[src/sv/bloom_filter_two_hash_top_macros.svh]
// Assertion macros for the two-hash bloom filter.
`ifndef BLOOM_FILTER_TWO_HASH_TOP_MACROS_SVH
`define BLOOM_FILTER_TWO_HASH_TOP_MACROS_SVH

`ifndef SYNTHESIS
`define BFTH_ASSERT_SAME(label, ante, cons) \
  label: assert property (@(posedge clk) disable iff (rst) (ante) |-> (cons)) \
    else $error("bfth same-cycle check failed");
`define BFTH_ASSERT_NEXT(label, ante, cons) \
  label: assert property (@(posedge clk) disable iff (rst) (ante) |=> (cons)) \
    else $error("bfth next-cycle check failed");
`else
`define BFTH_ASSERT_SAME(label, ante, cons)
`define BFTH_ASSERT_NEXT(label, ante, cons)
`endif

`endif

[src/sv/bfth_pkg.sv]
// Shared types and constants for the two-hash bloom filter.
`default_nettype none

package bfth_pkg;

  localparam int HASH_W       = 32;
  localparam int HASH_CNT_W   = $clog2(HASH_W + 1);
  localparam int BYTE_W       = 8;
  localparam int ARRAY_BITS_W = 23;
  localparam int HASH_COUNT_W = 2;
  localparam int DATA_W       = 32;
  localparam int ADDR_W       = 3;
  localparam int ROW_W        = 32;
  localparam int BIT_SEL_W    = 5;

  localparam logic [ARRAY_BITS_W-1:0] ARRAY_BITS_RESET = 23'd2500000;
  localparam logic [HASH_COUNT_W-1:0] HASH_COUNT_RESET = 2'd2;
  localparam logic [HASH_COUNT_W-1:0] HASH_COUNT_NONE  = 2'd0;

  // Register select: word address bit of paddr
  localparam logic REG_ARRAY_BITS = 1'b0;
  localparam logic REG_HASH_COUNT = 1'b1;

  localparam logic FUNC_ADD   = 1'b0;
  localparam logic FUNC_CHECK = 1'b1;

  typedef enum logic [2:0] {
    ST_CLEAR,
    ST_IDLE,
    ST_LOAD,
    ST_DIV,
    ST_READ,
    ST_WAIT
  } state_t;

  typedef struct packed {
    logic valid;
    logic set;
  } store_ctl_t;

  typedef struct packed {
    logic clearing;
    logic hit;
  } store_stat_t;

endpackage

`default_nettype wire

[src/sv/bfth_hash.sv]
// Running shift-add-xor and sdbm hashes over the key bytes.
`default_nettype none

module bfth_hash
  import bfth_pkg::*;
(
  input  wire logic              clk,
  input  wire logic              rst,
  input  wire logic              accept,
  input  wire logic              byte_valid,
  input  wire logic              last,
  input  wire logic [BYTE_W-1:0] key_byte,
  output logic      [HASH_W-1:0] sax_fin,
  output logic      [HASH_W-1:0] sdbm_fin
);

  logic [HASH_W-1:0] sax_acc;
  logic [HASH_W-1:0] sdbm_acc;
  logic [HASH_W-1:0] byte_ext;
  logic [HASH_W-1:0] sax_upd;
  logic [HASH_W-1:0] sdbm_upd;
  logic [HASH_W-1:0] sax_cur;
  logic [HASH_W-1:0] sdbm_cur;

  always_comb begin
    byte_ext = HASH_W'(key_byte);
    sax_upd  = sax_acc ^ ((sax_acc << 5) + (sax_acc >> 2) + byte_ext);
    sdbm_upd = byte_ext + (sdbm_acc << 6) + (sdbm_acc << 16) - sdbm_acc;
    sax_cur  = byte_valid ? sax_upd : sax_acc;
    sdbm_cur = byte_valid ? sdbm_upd : sdbm_acc;
  end

  // Fold each accepted byte into the accumulators; closing the key restarts them
  always_ff @(posedge clk) begin
    if (rst) begin
      sax_acc  <= '0;
      sdbm_acc <= '0;
    end else if (accept) begin
      if (last) begin
        sax_acc  <= '0;
        sdbm_acc <= '0;
      end else begin
        sax_acc  <= sax_cur;
        sdbm_acc <= sdbm_cur;
      end
    end
  end

  always_ff @(posedge clk) begin
    if (accept && last) begin
      sax_fin  <= sax_cur;
      sdbm_fin <= sdbm_cur;
    end
  end

endmodule

`default_nettype wire

[config.mk]
export PLATFORM = sky130hd
export DESIGN_NAME = bfth_hash
export DESIGN_NICKNAME = d
export VERILOG_FILES = /design/src/sv/bloom_filter_two_hash_top_macros.svh /design/src/sv/bfth_pkg.sv /design/src/sv/bfth_hash.sv
export SDC_FILE = /design/constraint.sdc
export NUM_CORES = 1
export LEC_CHECK = 0
export BUFFER_PORTS_ARGS = -buffer_cell sky130_fd_sc_hd__buf_2
export CAP_MARGIN = 30
export CORE_ASPECT_RATIO = 0.6
export CORE_MARGIN = 2
export CORE_UTILIZATION = 61
export CTS_CLUSTER_DIAMETER = 200
export DETAILED_ROUTE_END_ITERATION = 12
export PLACE_DENSITY = 0.8
export SLEW_MARGIN = 40
export SYNTH_ARGS = -nofsm -noshare
export SYNTH_HDL_FRONTEND = slang
export SYNTH_SLANG_ARGS = --single-unit
[constraint.sdc]
create_clock -name clk -period 5.64 [get_ports clk]
set_clock_uncertainty 0.05 [all_clocks]
set_input_delay 0.282 -clock clk [delete_from_list [all_inputs] [get_ports clk]]
set_output_delay 0.282 -clock clk [all_outputs]
set_load 0.005 [all_outputs]
==> summary.md, run 1 <==
| Metric | Value |
|---|---|
| Outcome | finished clean |
| Post-detail-place hpwl | between 15,000 and 20,000 um |
| Post-synthesis sequential area ratio | around 34% |
| Pins Over Slew Limit | 0 |
| F_max | 247.8 MHz |
| P_int | ~2.3 mW |
| Required time of the critical path | roughly 5.9 ns |
| Clock Latency Late Sink | between 0.4 and 0.5 ns |
| Post-synth EDFFs | 64 |
| First-pass GRT wire length | 41,510 um |
| Largest net degree at the start of global routing | 63 |
| Area delta synth->final | 12.69% |
| Post-route ant nets | 0 |
| Htree depth | 4 |
| Clock transition at path regs | 0.06 ns |
| Critical path buffers and inverters | 0 |
| Least-Margin Pin Slew | roughly 0.76 ns |
| CTS tree | done |
| Max clock buf depth | 2 |
| Post-synth ARST share | 0% |
| # Max-Cap Violations | 0 |
| Pwr dens | 334.0 nW/um^2 |
| Boundary Pins | 77 |
| Buffer count from post-CTS setup fixing | 0 |
| Mean routed wirelength per cell | 20.20 um |
| Hold Vio Cnt, Final | 0 |
| Die X-Extent | 164.0 um |
| Initial antenna violation count | 0 |
| Final worst setup slack | 1.604 ns |
| Pleak | 4.614 nW |
| Drt initial violations | 1,068 |
| Unrepaired setup endpoints after global routing | no |
| # setup viols final | 0 |
| Synth top area share | 20.50% |
| Slowest-stage cell, CP | fa_1 |
| CP arrival | 4.28 ns |
| Placer Congestion | 0.9942 |
| Initial DRT Pass Iterations | 5 |
| Most common library cells after synthesis | 101 x ha_1, 87 x inv_1, 82 x nor2_1, 78 x nand2_1, 74 x a21oi_1 |
| Core Footprint | 15,200 sq um |
| Tcrit/Tclk final | a little under three quarters |
| DR vias | 8,123 |
| Synthesized area per cell | 9.226 sq um |
| Placed Instances | roughly 1,300 |
| Critical path peak fanout | 5 |
| Setup TNS | 0 ns |
| Clk pwr share | 35.4% |
| Num Clock Sinks | 128 |
| Cts repair resizes | 0 |
| Crit path cell chain | ha_1 -> ha_1 -> fa_1 -> a211oi_1 -> o21a_1 -> a211o_1 -> a21oi_2 -> a32oi_1 -> o221a_2 -> xnor2_1 -> nand2_1 -> o41ai_1 |
| CP endpoint kind | flop |
| Top-count cell post-synth | ha_1 |
| Sequential Power Share | 31.5% |
| Filler Cell Count | between 1,000 and 1,500 |
| Sw frac | between 30% and 40% |
| Hold_buf cts | 0 |
| GRT Total Usage | roughly a third |
| Number of synthesized register bits | approximately 130 |
| GR Overflow Total | 0 |
| Port Buffers | 76 |
| Crit Path Class | flop to flop |
| Cts bufs inserted | 17 |
| Top cell family by delay on the critical path | compound AO/OA/AOI/OAI gates |
| Root Buffer | clkbuf_16 |
| VDD IR max | approximately 0.22 mV |
| Vias in the first global route | 7,447 |
| Syn nets | 1,152 |
| Synth Flop Type | edfxtp_1 |
| Non-Filler Instances | 1,291 |
| Synth area leader | edfxtp_1 |
| Synth Cell Area | ~9400 sq um |
| Max-slew headroom | 49.41% |
| Delay of the slowest critical-path stage | ~0.48 ns |
| Pre-CTS setup slack | 1.709 ns |
| Crit path top cell by count | ha_1 |
| Combinational share of power | roughly a third |
| Die area | 16,410 sq um |
| Total number of yosys warnings | 0 |
| Area contributors post-synth | edfxtp_1 21%, dfxtp_1 14%, ha_1 13%, xnor2_1 5.9%, fa_1 4.7% |
| Final min period | roughly 4.0 ns |
| Cells after Synth | a little over 1,000 |
| P_sw | 1.194 mW |
| Vias per cell | 6.292 |
| DR DRC count | 0 |
| Num rows | 35 |
| Nets | 1,211 |
| # diodes | 0 |
| Routed Wire Length | 26,080 um |
| Hold Crit Class | input port to flop |
| Number of distinct library cells after synthesis | around 70 |
| Critical Path Start Type | flop |
| Fraction of layout cells with a size suffix above 1 | between 10% and 20% |
| Initial Util | just over 60% |
| Die Span Y | 100.0 um |
[registers in the layout (all words and copies together), names as in the netlist]
signal and count:
sax_fin 32, sdbm_fin 32, sax_acc 32, sdbm_acc 32
[power groups by stage]
stage               Clock, mW  Sequential (mW)  Combinational [mW]
floorplan                   0             1.13               0.820
global placement            0             1.13                1.09
detailed placement          0             1.13                1.11
CTS                      1.25             1.11                1.13
global route             1.29             1.12                1.27
finish                   1.25             1.11                1.17
[worst register-to-register path, cell delays in order, from the launching register on]
cell and delay (ns):
dfxtp_1 0.42, ha_1 0.27, ha_1 0.23, fa_1 0.48, a211oi_1 0.28, o21a_1 0.26, a211o_1 0.20, a21oi_2 0.12
a32oi_1 0.48, o221a_2 0.32, xnor2_1 0.19, nand2_1 0.16, o41ai_1 0.44
[final timing paths]
check / startpoint / end / slack [ns] / cells past startpoint
worst max-delay path: sax_acc[3] / sax_acc[29] / 1.60 / 12
worst min-delay path: accept / sax_acc[14] / 0.19 / 3
worst max register to register: sax_acc[3] / sax_acc[29] / 1.60 / 12
worst min register to register: sdbm_acc[12] / sdbm_acc[12] / 0.46 / 2
[per-layer routing]
metal / wire length (um) / vias to the layer above / GRT usage [%]
li1: - / 3784 / -
met1: 12320 / 3850 / 51.83
met2: 10250 / 446 / 44.76
met3: 3132 / 43 / 8.512
met4: 387 / 0 / 8.165
met5: 0 / - / 0
[metrics by stage]
stage               power (mW)  utilization (%)  instance area (sq um)  hold WS [ns]
floorplan                1.947                -                   9374        0.4153
global placement         2.219            65.19                   9906        0.4261
detailed placement       2.237            65.19                   9906        0.4401
CTS                      3.494            69.50                  10560        0.1818
global route             3.680            69.52                  10560        0.2120
finish                   3.528            69.52                  10560        0.1921
[layout by cell type (no fill, tap or decap), types with 32 or more instances in the layout]
cell type,netlist,final
nor2_1,82,80
o21ai_0,42,42
edfxtp_1,64,64
xnor2_1,63,63
nand2_1,78,78
a21oi_1,74,74
buf_2,0,76
dfxtp_1,64,64
a22oi_1,32,32
ha_1,101,101
inv_1,87,87
[kinds of logic after synthesis]
family | share of synthesized area [%]
multiplexers | 1.842
XOR/XNOR | 7.942
AO/OA/AOI/OAI | 20.14
flip-flops | 34.17
AND/OR/NAND/NOR | 12.52
buffers and inverters | 5.206
adder cells (fa/ha/maj) | 18.18
[layout make-up]
cell class                 instances  area, sq um  area share (%)
sequential                       128         3203           30.32
tap                              203        254.0           2.404
inverter                          88        330.3           3.127
multi-input combinational        758         5695           53.91
clock buffer                      18        429.2           4.063
timing repair buffer              82        425.4           4.027
clock inverter                    14        226.5           2.144
(Power assumes the default switching activity.)
==> run 2, diff against run 1 <==
CORE_UTILIZATION = 55   (was 61)
PLACE_DENSITY = 0.76   (was 0.8)
clock period = 3.4 ns   (was 5.64 ns; I/O delays follow)
==> run 2 against run 1 <==
Compared with the run above:
- the flow now finishes with violations (setup timing)
- sequential share of layout area is 4.3 points lower
- flip-flop and latch count stayed put
- non-clock buffer count is 154 higher
- sequential power is 66% higher
- design area is 17% higher
- combinational power is 150% higher
- first-iteration DRC count is 5.0% higher
- setup slack worse by 1.8 ns
- register-to-register slack worse by 1.8 ns
- cell count is 14% higher
- routed wire length is 16% higher
==> summary.md, run 2 (synthesized netlist as in run 1, its figures left out) <==
| Metric | Value |
|---|---|
| GR Overflow Total | 0 (unchanged) |
| Critical path buffers and inverters | 3 (+3) |
| Post-DP Area | 11,020 sq um (+11%) |
| Core Footprint | 16,440 sq um (+8.2%) |
| Post-route ant nets | 0 (unchanged) |
| Critical Path Start Type | flop |
| Final worst setup slack | -0.1537 ns (-1.758 ns) |
| Vias in the first global route | 8,332 (+12%) |
| Die X-Extent | 172.5 um (+5.2%) |
| GR Layer Usage met2 | 44.95% (+0.19 points) |
| Non-Filler Instances | 1,470 (+14%) |
| Hold Crit Class | input port to flop |
| Vias per cell | 6.161 (-2.1%) |
| Initial DRT Pass Iterations | 7 (+2) |
| Tcrit/Tclk final | 104.5% (+33 points) |
| CTS tree | done |
| Reg area | 3221 sq um (+0.55%) |
| Nets | 1,365 (+13%) |
| Failing checks | setup timing |
| Setup TNS | -0.4699 ns (-0.4699 ns) |
| F_max | 281.4 MHz (+14%) |
| DR vias | 9,057 (+11%) |
| Clock Latency Late Sink | 0.44 ns (about the same) |
| GRT Total Usage | 32.13% (-0.92 points) |
| # Max-Cap Violations | 0 (unchanged) |
| Root Buffer | clkbuf_16 |
| Initial Util | 57.02% (-4.7 points) |
| Die area | 18,140 sq um (+11%) |
| Initial antenna violation count | 0 (unchanged) |
| Num rows | 36 (+2.9%) |
| # diodes | 0 (unchanged) |
| Placer Congestion | 1.008 (+1.3%) |
| DR DRC count | 0 (unchanged) |
| Filler Cell Count | 1,097 (-6.6%) |
| # setup viols final | 7 (+7) |
| Post-route cell area | 12,400 sq um (+17%) |
| Boundary Pins | 77 (unchanged) |
| Cts bufs inserted | 17 (unchanged) |
| Gr busiest metal | met1 |
| Crit Path Class | flop to flop |
| Top cell family by delay on the critical path | simple AND/OR/NAND/NOR gates |
| Delay of the slowest critical-path stage | 0.50 ns (+0.02 ns) |
| Hold Slack | 0.06755 ns (-0.1245 ns) |
| Hold Vio Cnt, Final | 0 (unchanged) |
| Critical path peak fanout | 4 (-1) |
| Routed Wire Length | 30,360 um (+16%) |
| Area delta synth->final | 32.27% |
| Pwr dens | 538.5 nW/um^2 (+61%) |
| Crit path cell chain | inv_4 -> fa_1 -> inv_2 -> ha_4 -> buf_6 -> nand4_1 -> a211oi_4 -> and3b_2 -> or3b_4 -> and2_4 -> nor2_4 -> a311o_1 -> xor2_1 -> mux2_4 |
| Pins Over Slew Limit | 0 (unchanged) |
| Post-detail-place hpwl | 20,970 um (+12%) |
| Mean routed wirelength per cell | 20.65 um (+2.2%) |
| VDD IR max | 0.3280 mV (+47%) |
| Final min period | 3.554 ns (-0.4824 ns) |
| Pleak | 5.525 nW (+20%) |
| Met1 usage | 46.72% (-5.1 points) |
| Port Buffers | 76 (unchanged) |
| Met3 Track Usage GR | 10.30% (+1.8 points) |
| Multi-input gate area | 6330 sq um (+11%) |
| Least-Margin Pin Slew | 0.6206 ns (-0.1365 ns) |
| Die Span Y | 105.1 um (+5.1%) |
| Commonest non-fill, non-tap cell in the layout | buf_4 |
| Num Clock Sinks | 128 (unchanged) |
| Clock transition at path regs | 0.06 ns (about the same) |
| Placed Instances | 1,424 (+13%) |
| Largest net degree at the start of global routing | 38 (-40%) |
| Fraction of layout cells with a size suffix above 1 | 32.21% (+19 points) |
| Max-slew headroom | 58.63% (+9.2 points) |
| Commonest cells after routing, fill and taps aside | 154 x buf_4, 91 x ha_1, 79 x nor2_1 |
| Drt initial violations | 1,121 (+5.0%) |
| CP endpoint kind | flop |
| First-pass GRT wire length | 45,220 um (+8.9%) |
| Htree depth | 4 (unchanged) |
| Outcome | complete, but fails checks |
| Required time of the critical path | 3.53 ns (-2.35 ns) |
| CP arrival | 3.69 ns (-0.59 ns) |
| Max clock buf depth | 2 (unchanged) |
| Unrepaired setup endpoints after global routing | yes |
| Slowest-stage cell, CP | fa_1 |
==> run 2: changes by cell type in the layout (fill, tap and decap cells not counted), sizes merged <==
cell,previous run,this run
clkinvlp,2,5
buf,82,236
inv,91,92
bufinv,5,3
clkinv,4,2
==> run 2: through the flow <==
step	power (mW)	utilization, %	setup WS, ns
2_1_floorplan	3.228	-	0.03149
3_3_place_gp	4.047	66.99	-0.1685
3_5_place_dp	4.099	67.00	-0.2828
4_1_cts	6.162	72.19	-0.03934
5_1_grt	6.956	75.42	-0.1942
6_report	6.677	75.42	-0.1537
==> run 2: final cells by class <==
| type | instances | share of cell area [%] |
|---|---|---|
| Timing Repair Buffer | 236 | 13.08 |
| Clock buffer | 18 | 3.461 |
| Clock inverter | 14 | 1.453 |
| Inverter | 88 | 2.684 |
| Tap cell | 228 | 2.301 |
| Multi-Input combinational cell | 758 | 51.05 |
| Sequential cell | 128 | 25.97 |
==> run 2: path summary, 6_finish.rpt <==
| path | start | to | slack (ns) | depth (start not counted) |
|---|---|---|---|---|
| worst max-delay path | sdbm_acc[1] | sdbm_fin[25] | -0.15 | 14 |
| worst min-delay path | accept | sax_acc[14] | 0.07 | 3 |
| worst max register to register | sdbm_acc[1] | sdbm_fin[25] | -0.15 | 14 |
| worst min register to register | sdbm_acc[15] | sdbm_acc[15] | 0.47 | 2 |
==> run 2: worst reg2reg max path: cells and delay by family, from the launching register on <==
kind,cells,cell delay (ns)
compound gates,2,0.45
xor+xnor,1,0.09
fa+ha+maj,2,0.76
buf+inv,3,0.19
flops,1,0.35
mux,1,0.27
simple gates,5,1.14
==> run 2: power by group <==
| group | switching [mW] | internal (mW) | leakage [nW] |
|---|---|---|---|
| registers | 0.0588 | 1.78 | 1.14 |
| clock network | 0.767 | 1.16 | 0.281 |
| logic | 1.51 | 1.40 | 4.10 |
==> run 2: timing repair <==
action	in CTS	in global routing
gates resized for setup	47	96
pin swaps	21	63
buffers inserted	5	9
hold buffers	0	0
endpoints found under the setup margin	37	47
==> run 2: per-layer routing <==
layer / vias up / share of wire [%]
met5: - / 0
met4: 0 / 2.1
met3: 69 / 12
met2: 571 / 42
met1: 4324 / 43
li1: 4093 / -
