### config.mk
export PLATFORM = sky130hd
export DESIGN_NAME = bfth_mod
export DESIGN_NICKNAME = d
export VERILOG_FILES = /design/src/sv/bloom_filter_two_hash_top_macros.svh /design/src/sv/bfth_pkg.sv /design/src/sv/bfth_mod.sv
export SDC_FILE = /design/constraint.sdc
export NUM_CORES = 1
export LEC_CHECK = 0
export BUFFER_PORTS_ARGS = -buffer_cell sky130_fd_sc_hd__buf_2
export CAP_MARGIN = 20
export CORE_UTILIZATION = 35
export DETAILED_ROUTE_END_ITERATION = 6
export MAX_ROUTING_LAYER = met4
export PLACE_DENSITY = 0.65
export SYNTH_ARGS = -nofsm -noshare
export SYNTH_HDL_FRONTEND = slang
export SYNTH_SLANG_ARGS = --single-unit
### constraint.sdc
create_clock -name clk -period 4.6 [get_ports clk]
set_clock_uncertainty 0.15 [all_clocks]
set_input_delay 0.23 -clock clk [delete_from_list [all_inputs] [get_ports clk]]
set_output_delay 0.23 -clock clk [all_outputs]
set_load 0.05 [all_outputs]
### src/sv/bloom_filter_two_hash_top_macros.svh
// Assertion macros for the two-hash bloom filter.
`ifndef BLOOM_FILTER_TWO_HASH_TOP_MACROS_SVH
`define BLOOM_FILTER_TWO_HASH_TOP_MACROS_SVH

`ifndef SYNTHESIS
`define BFTH_ASSERT_SAME(label, ante, cons) \
  label: assert property (@(posedge clk) disable iff (rst) (ante) |-> (cons)) \
    else $error("bfth same-cycle check failed");
`define BFTH_ASSERT_NEXT(label, ante, cons) \
  label: assert property (@(posedge clk) disable iff (rst) (ante) |=> (cons)) \
    else $error("bfth next-cycle check failed");
`else
`define BFTH_ASSERT_SAME(label, ante, cons)
`define BFTH_ASSERT_NEXT(label, ante, cons)
`endif

`endif

### src/sv/bfth_pkg.sv
// Shared types and constants for the two-hash bloom filter.
`default_nettype none

package bfth_pkg;

  localparam int HASH_W       = 32;
  localparam int HASH_CNT_W   = $clog2(HASH_W + 1);
  localparam int BYTE_W       = 8;
  localparam int ARRAY_BITS_W = 23;
  localparam int HASH_COUNT_W = 2;
  localparam int DATA_W       = 32;
  localparam int ADDR_W       = 3;
  localparam int ROW_W        = 32;
  localparam int BIT_SEL_W    = 5;

  localparam logic [ARRAY_BITS_W-1:0] ARRAY_BITS_RESET = 23'd2500000;
  localparam logic [HASH_COUNT_W-1:0] HASH_COUNT_RESET = 2'd2;
  localparam logic [HASH_COUNT_W-1:0] HASH_COUNT_NONE  = 2'd0;

  // Register select: word address bit of paddr
  localparam logic REG_ARRAY_BITS = 1'b0;
  localparam logic REG_HASH_COUNT = 1'b1;

  localparam logic FUNC_ADD   = 1'b0;
  localparam logic FUNC_CHECK = 1'b1;

  typedef enum logic [2:0] {
    ST_CLEAR,
    ST_IDLE,
    ST_LOAD,
    ST_DIV,
    ST_READ,
    ST_WAIT
  } state_t;

  typedef struct packed {
    logic valid;
    logic set;
  } store_ctl_t;

  typedef struct packed {
    logic clearing;
    logic hit;
  } store_stat_t;

endpackage

`default_nettype wire

### src/sv/bfth_mod.sv
// Restoring remainder unit: one dividend bit per cycle.
`default_nettype none

module bfth_mod
  import bfth_pkg::*;
#(
  parameter int MW = 23
) (
  input  wire logic              clk,
  input  wire logic              rst,
  input  wire logic              start,
  input  wire logic [HASH_W-1:0] dividend,
  input  wire logic [MW-1:0]     divisor,
  output logic                   done,
  output logic      [MW-1:0]     rem
);

  logic [HASH_W-1:0]     dvd;
  logic [MW-1:0]         m;
  logic [HASH_CNT_W-1:0] cnt;
  logic [MW:0]           trial;
  logic [MW:0]           diff;
  logic                  ge;

  always_comb begin
    trial = {rem, dvd[HASH_W-1]};
    diff  = trial - {1'b0, m};
    ge    = (trial >= {1'b0, m});
  end

  always_ff @(posedge clk) begin
    if (rst) begin
      cnt  <= '0;
      done <= 1'b0;
    end else begin
      done <= 1'b0;
      if (start) begin
        cnt <= HASH_CNT_W'(HASH_W);
      end else if (cnt != '0) begin
        cnt <= cnt - 1'b1;
        if (cnt == HASH_CNT_W'(1)) begin
          done <= 1'b1;
        end
      end
    end
  end

  // Remainder stays below m, so the trial is below 2m and one subtract restores it
  always_ff @(posedge clk) begin
    if (start) begin
      dvd <= dividend;
      m   <= divisor;
      rem <= '0;
    end else if (cnt != '0) begin
      dvd <= dvd << 1;
      rem <= ge ? diff[MW-1:0] : trial[MW-1:0];
    end
  end

endmodule

`default_nettype wire

==> flow_metrics.tcl, run 1 <==
set metrics [dict create \
    grt_max_degree 46 \
    clkTransAtPathRegs_ps 80 \
    ant_nets 0 \
    ys_seq_elements 85 \
    critPathLaunchType "register" \
    cts_buffers 9 \
    dpl_worst_slack_ps 1520 \
    antenna_found_initial 0 \
    required_ps 4750 \
    drive_gt1_share_pct 26.1 \
    vias 3817 \
    setup_viol 0 \
    yosys.area.top_type "edfxtp_1" \
    grt_pass1_vias 3792 \
    yosysWarnings 0 \
    pin_count 82 \
    final_cell_mix "81 x buf_2, 55 x edfxtp_1, 51 x nor2_1, 33 x nand2_1, 32 x mux2_2" \
    place_congestion 0.900 \
    cts_resized 0 \
    drc 0 \
    final_cell_count_no_fill 744 \
    area_growth_pct 22.5 \
    drt-wirelength-per-cell_um 14.5 \
    die-area_um2 14400 \
    yosysSeqAreaShare_pct 46.2 \
    cts.htree.levels 3 \
    fin_total_pwr_uw 3830 \
    postCtsSetupBuffers 0 \
    finalWirelength_um 10800 \
    crit_path_max_fanout 17 \
    grt_pass1_wl_um 17900 \
    timing.final.crit_share_pct 67.5 \
    io_buffers 81 \
    multi_input_area_um2 2390 \
    synth_nets 547 \
    slowest_stage "a31oi_4" \
    synth_area_um2 4870 \
    syn_avg_cell_area_um2 10.5 \
    cts_max_path_buffers 2 \
    final_common_cell "buf_2" \
    async_flop_share_pct 0 \
    min_period_ps 3110 \
    nFillCells 1281 \
    fin_util_pct 44.5 \
    overflow 0 \
    synth_edf_count 55 \
    hpwlAfterDp_um 7790 \
    worstPathCellList "inv_1 > ha_1 > fa_1 > nand2b_1 > a21oi_1 > o21ai_1 > a31oi_4 > buf_4 > nand4b_1 > a31oi_1 > a21o_1" \
    fin_tns_setup_ps 0 \
    worst_pin_slew_ps 814 \
    synth_top_area_share_pct 33.9 \
    grt_use_total_pct 16.4 \
    ys_types 65 \
    ctsHoldBuffers 25 \
    hold_violations 0 \
    rsz0062_at_grt "false" \
    antenna_cells 0 \
    cpPeakStageDelay_ps 520 \
    slew_viol_final 0 \
    cts_sinks 85 \
    synthTopCellsByArea "edfxtp_1 34%, dfxtp_1 12%, mux2_2 7.4%" \
    die_y_um 120 \
    start_util_pct 36.3 \
    vdd_drop_max_v 0.000194 \
    power.leakage_uw 0.00252 \
    slew_headroom_pct 45.7 \
    drt_iter0_markers 182 \
    reg2reg_slack_ps 1490 \
    register_area_um2 2250 \
    fp-row-count 42 \
    fin_ws_ps 1490 \
    synthFlopType "edfxtp_1" \
    drv_cap 0 \
    cp-end-kind "register" \
    dp_cells 703 \
    cts-root-buf "clkbuf_16" \
    die_x_um 120 \
    fp.coreArea_um2 13400 \
    syn_inst 462 \
    cts_tree "yes" \
    path_class "register to register" \
    avgViaCountPerCell 5.13 \
    first_pass_iters 4 \
    clk_latency_ps 360 \
    cp.arrival_ps 3250 \
    fmax_mhz 322 \
    status "complete, no violations" \
    final_nets 648 \
    hp-class "primary input to register" \
    power_density_nw_per_um2 642 \
]
==> per-stage QoR <==
step	instance area, µm²	hold slack, ps
after floorplan	4870	152
after global placement	5400	256
after detailed placement	5420	258
after CTS	5970	7.23
after global routing	5970	9.92
final	5970	20.4
==> sequential cells by signal (all words and copies together) (netlist names) <==
name,count
dvd,32
m,23
rem,23
cnt,6
done,1
==> where the power goes <==
part / switching [µW] / leakage, µW / internal (µW)
registers: 132 / 0.000803 / 1080
clock network: 344 / 0.000148 / 385
logic: 1210 / 0.00156 / 684
==> logic make-up (layout without fill, tap and decap cells) <==
logic type               after synthesis  count (layout)  share of synthesized area [%]
AO/OA/AOI/OAI                        103             103                           15.6
adder cells (fa/ha/maj)               27              27                           7.09
flip-flops                            85              85                           46.2
buffers and inverters                 49             155                           4.62
multiplexers                          41              41                           9.35
XOR/XNOR                              17              17                           3.06
AND/OR/NAND/NOR                      140             140                           14.0
==> final timing paths <==
| kind | from | endpoint | cells after the start |
|---|---|---|---|
| max | dvd[31] | rem[17] | 11 |
| min | dividend[9] | dvd[9] | 2 |
| max reg2reg | dvd[31] | rem[17] | 11 |
| min reg2reg | rem[4] | rem[4] | 2 |
==> cells in the mapped netlist, types with 5 or more instances <==
cell type,n
nand3_1,8
clkbuf_1,6
nor2_1,51
xor2_1,8
dfxtp_1,30
a21o_1,7
mux2i_1,8
mux2_2,32
a211oi_1,15
nor4_1,5
nand4_1,9
o21ai_0,13
buf_2,8
ha_1,26
nand2_1,33
o21a_1,6
nor3_1,5
a21oi_1,19
xnor2_1,9
edfxtp_1,55
inv_1,29
nand2b_1,5
==> worst max-delay path, delay by kind of cell, from the launching register on <==
| kind | cells | cell delay [ps] |
|---|---|---|
| AOI/OAI and AO/OA | 5 | 1210 |
| adders and majority gates | 2 | 630 |
| buffers and inverters | 2 | 400 |
| DFF | 1 | 350 |
| and+or+nand+nor | 2 | 320 |
==> metal layers <==
layer	vias to the layer above	GRT usage (%)	wire length [µm]
li1	1909	-	-
met1	1792	19.5	4900
met2	89	26.3	5090
met3	27	4.37	540
met4	0	6.64	242
met5	-	-	0
==> layout make-up <==
cell class	count	share of cell area, %
clock inverter	7	1.24
multi-input combinational	328	40.1
timing repair buffer	110	11.6
sequential	85	37.8
inverter	29	1.82
clock buffer	9	3.78
tap	176	3.69
Power figures use the tool's default switching activity.
==> run 2: changes to the inputs <==
- clock period: 4.6 -> 3.2 ns (I/O delays scaled with it)
==> flow_metrics.tcl, run 2 (synthesis results as in run 1) <==
set metrics [dict create \
    status "complete, no violations" \
    avgViaCountPerCell 5.08 \
    placed_cell_area_um2 5450 \
    path_class "register to register" \
    p_sw_uw 2440 \
    min_period_ps 2900 \
    overflow 0 \
    clk_latency_ps 350 \
    final_common_cell "buf_2" \
    antenna_found_initial 0 \
    die_x_um 120 \
    pin_count 82 \
    r2r_end "rem[17]" \
    start_util_pct 36.3 \
    fin_total_pwr_uw 5580 \
    cts_resized 0 \
    startpoint "dvd[31]" \
    drv_cap 0 \
    critPathCapture "rem[17]" \
    grt_pass1_vias 4045 \
    fp-row-count 42 \
    rsz0062_at_grt "false" \
    slew_viol_final 0 \
    combPwrFrac_pct 50.8 \
    worstPathCellList "inv_1 > ha_1 > fa_1 > nand2b_1 > a21oi_1 > o21ai_1 > a31oi_4 > buf_4 > nand4b_1 > a31oi_1 > a21o_1" \
    io_buffers 81 \
    reg_top3 "dvd x32, m x23, rem x23" \
    cp-end-kind "register" \
    r2r-start "dvd[31]" \
    cts_buffers 9 \
    setup_viol 0 \
    cp.arrival_ps 3050 \
    required_ps 3350 \
    timing.final.crit_share_pct 90.7 \
    seqPwrFrac_pct 31.2 \
    postLayoutCellArea_um2 6310 \
    fmax_mhz 344 \
    vias 3969 \
    area_growth_pct 29.5 \
    hold_violations 0 \
    worst_pin_slew_ps 738 \
    critPathLaunchType "register" \
    cts.htree.levels 3 \
    fp.coreArea_um2 13400 \
    place_congestion 0.895 \
    grt_use_total_pct 17.4 \
    largest_reg_flops 32 \
    cts_sinks 85 \
    cp.buffers_inverters 2 \
    postCtsSetupBuffers 0 \
    internal_power_uw 3140 \
    grt_pass1_wl_um 19200 \
    crit_path_max_fanout 15 \
    cts_max_path_buffers 2 \
    dpl_worst_slack_ps 327 \
    finalWirelength_um 11500 \
    cts-root-buf "clkbuf_16" \
    hpwlAfterDp_um 8210 \
    die_y_um 120 \
    fin_tns_setup_ps 0 \
    cts_tree "yes" \
    ant_nets 0 \
    drc 0 \
    grt_max_degree 55 \
    first_pass_iters 4 \
    hp-class "register to register" \
    drive_gt1_share_pct 25.2 \
    final_cell_mix "81 x buf_2, 57 x dlygate4sd3_1, 55 x edfxtp_1, 51 x nor2_1, 33 x nand2_1" \
    drt_iter0_markers 174 \
    clkTransAtPathRegs_ps 70 \
    vdd_drop_max_v 0.000365 \
    path_delay_family "compound AO/OA/AOI/OAI gates" \
    r2r_cells 11 \
    drt-wirelength-per-cell_um 14.8 \
    slew_headroom_pct 50.6 \
    path_depth 11 \
    cpPeakStageDelay_ps 400 \
    sw_frac_of_total_pct 43.7 \
    regMostFlops "dvd" \
    final_nets 686 \
    fin_ws_ps 296 \
    reg2reg_slack_ps 300 \
    antenna_cells 0 \
    die-area_um2 14400 \
    power.leakage_uw 0.00267 \
    clkPwrFrac_pct 18.0 \
    power_density_nw_per_um2 885 \
    slowest_stage "fa_1" \
]
-- run 2: cell count changes in the layout (fill, tap and decap cells not counted) --
cell / previous run / this run
buf_4: 3 / 10
buf_8: 1 / 0
clkbuf_1: 0 / 1
clkinv_4: 1 / 3
clkinv_8: 1 / 0
dlygate4sd3_1: 25 / 57
inv_6: 3 / 2
inv_8: 2 / 1
-- run 2: layout make-up --
| cell class | instances | area [µm²] |
|---|---|---|
| clock buffers | 10 | 229 |
| clock inverters | 6 | 55.1 |
| fillers | 1297 | 7090 |
| inverters | 29 | 109 |
| multi-input cells | 328 | 2390 |
| flip-flops and latches | 85 | 2250 |
| well taps | 176 | 220 |
| repair buffers | 148 | 1050 |
-- run 2: metal layers --
layer | GRT usage, % | vias up | routed length [µm]
met1 | 20.9 | 1871 | 5090
met5 | - | - | 0
li1 | - | 1981 | -
met4 | 5.08 | 0 | 168
met2 | 28.6 | 103 | 5670
met3 | 4.71 | 14 | 621
-- run 2: tightest hold or removal path, cell delays in order (launching register included) --
cell and delay, ps:
dfxtp_1 340, nand2_1 70, a21oi_1 50
-- run 2: worst min path at each step --
stage                          start  endpoint  slack (ps)  cells past startpoint
after CTS                 divisor[9]      m[9]         360                      2
after global placement    divisor[9]      m[9]         190                      1
final                         rem[4]    rem[4]         360                      2
after detailed placement  divisor[0]      m[0]         190                      1
after floorplan                  rst    cnt[5]          80                      1
after global routing      divisor[2]      m[2]         360                      2
-- run 2: power by group through the flow --
stage | Sequential [µW] | Combinational, µW | Clock, µW
2_1_floorplan | 2100 | 1800 | 0
3_3_place_gp | 1760 | 2710 | 0
3_5_place_dp | 1770 | 2770 | 0
4_1_cts | 1750 | 2830 | 1030
5_1_grt | 1790 | 3120 | 1080
6_report | 1740 | 2840 | 1000
-- run 2: per-stage QoR --
stage          util, %  hold WS, ps  cells
3_3_place_gp      40.7          187    709
6_report          47.1          361    782
2_1_floorplan        -         82.4    462
4_1_cts           47.1          358    782
3_5_place_dp      40.7          188    709
5_1_grt           47.1          360    782
-- run 2: what timing repair did --
item	in CTS	in global routing
endpoints found under the hold margin	58	0
setup endpoints to repair	0	0
hold buffers	57	0
==> run 3: changes to the inputs <==
- CORE_UTILIZATION: 35 -> 55
- PLACE_DENSITY: 0.65 -> 0.89
==> flow_metrics.tcl, run 3 (synthesis results as in run 1) <==
set metrics [dict create \
    grt_pass1_vias 4183 \
    cts_buffers 9 \
    final_nets 685 \
    cp.arrival_ps 3080 \
    hold_violations 0 \
    slew_viol_final 0 \
    internal_power_uw 2910 \
    hp-start "start" \
    start_util_pct 58.1 \
    cp-end-kind "register" \
    clkTransAtPathRegs_ps 110 \
    final_common_cell "buf_2" \
    crit_path_max_fanout 14 \
    die_y_um 96.1 \
    drv_cap 0 \
    cts_tree "yes" \
    seqPwrFrac_pct 32.5 \
    r2r-start "dvd[31]" \
    whs_path_depth 5 \
    grt_pass1_wl_um 19500 \
    grt_use_total_pct 29.4 \
    fin_tns_setup_ps 0 \
    clkPwrFrac_pct 14.7 \
    largest_reg_flops 32 \
    fin_util_pct 73.2 \
    first_pass_iters 5 \
    r2r_end "rem[5]" \
    cts_max_path_buffers 2 \
    sw_frac_of_total_pct 46.6 \
    cts.htree.levels 3 \
    p_sw_uw 2540 \
    antenna_found_initial 1 \
    die_x_um 96.1 \
    hpwlAfterDp_um 7550 \
    ant_nets 0 \
    regMostFlops "dvd" \
    pin_count 82 \
    drive_gt1_share_pct 25.5 \
    r2r_cells 10 \
    clk_latency_ps 380 \
    hp-class "primary input to register" \
    path_class "register to register" \
    timing.final.crit_share_pct 93.9 \
    io_buffers 81 \
    reg_top3 "dvd x32, m x23, rem x23" \
    cts-root-buf "clkbuf_8" \
    fp-row-count 33 \
    final_cell_mix "81 x buf_2, 56 x dlygate4sd3_1, 55 x edfxtp_1, 51 x nor2_1, 33 x nand2_1" \
    fin_total_pwr_uw 5450 \
    postLayoutCellArea_um2 6130 \
    min_period_ps 3000 \
    area_growth_pct 25.9 \
    worst_pin_slew_ps 933 \
    place_congestion 0.936 \
    power.leakage_uw 0.00262 \
    vdd_drop_max_v 0.000510 \
    placed_cell_area_um2 5370 \
    min_to "rem[14]" \
    drc 0 \
    vias 4158 \
    reg2reg_slack_ps 200 \
    avgViaCountPerCell 5.85 \
    cts_resized 0 \
    fp.coreArea_um2 8380 \
    dpl_worst_slack_ps 291 \
    drt_iter0_markers 246 \
    drt-wirelength-per-cell_um 17.6 \
    critPathLaunchType "register" \
    finalWirelength_um 12500 \
    status "complete, no violations" \
    slew_headroom_pct 37.8 \
    fmax_mhz 333 \
    setup_viol 0 \
    required_ps 3270 \
    power_density_nw_per_um2 889 \
    combPwrFrac_pct 52.9 \
    rsz0062_at_grt "false" \
    grt_max_degree 79 \
    die-area_um2 9230 \
    overflow 0 \
    fin_ws_ps 196 \
    cts_sinks 85 \
]
[run 3: per-stage QoR]
| stage | std cells | hold WS (ps) |
|---|---|---|
| CTS | 710 | 145 |
| detailed placement | 638 | 188 |
| global placement | 638 | 187 |
| finish | 711 | 152 |
| global route | 711 | 164 |
| floorplan | 462 | 82.4 |
[run 3: worst max path at each step]
stage | startpoint | to | slack [ps] | depth (start not counted)
floorplan | rem[0] | rem[4] | 380 | 10
global placement | dvd[31] | rem[5] | 390 | 10
detailed placement | dvd[31] | rem[10] | 290 | 10
CTS | dvd[31] | rem[10] | 280 | 10
global route | dvd[31] | rem[5] | 40 | 10
finish | dvd[31] | rem[5] | 200 | 10
[run 3: area by class of cell]
| class | instances | area [µm²] |
|---|---|---|
| clock buffers | 9 | 124 |
| repair buffers | 147 | 1040 |
| multi-input cells | 328 | 2390 |
| well taps | 105 | 131 |
| diodes | 1 | 2.50 |
| inverters | 29 | 109 |
| clock inverters | 7 | 80.1 |
| flip-flops and latches | 85 | 2250 |
| fillers | 552 | 2250 |
[run 3: layer usage]
metal,global-route usage (%),vias up,wire length (µm)
li1,-,1984,-
met5,-,-,0
met3,6.48,43,852
met2,49.6,209,6310
met1,31.7,1922,4710
met4,17.4,0,639
[run 3: critical path, stage by stage (launching register included)]
cell and delay (ps):
edfxtp_1 360, inv_1 50, ha_1 220, fa_1 410, nand2b_1 200, a21oi_1 200
o21ai_1 150, a31oi_4 470, buf_4 290, mux2i_1 230, a211oi_1 110
[run 3: what timing repair did]
| item | 4_1_cts | 5_1_grt |
|---|---|---|
| endpoints found under the setup margin | 0 | 0 |
| hold endpoints to repair | 58 | 0 |
| setup buffers | 0 | 0 |
| hold buffers | 56 | 0 |
[run 3: power by group through the flow]
stage	clock network, µW	logic [µW]	registers (µW)
global placement	0	2650	1750
floorplan	0	1800	2100
detailed placement	0	2740	1770
global route	842	3120	1810
finish	799	2880	1770
CTS	785	2810	1750
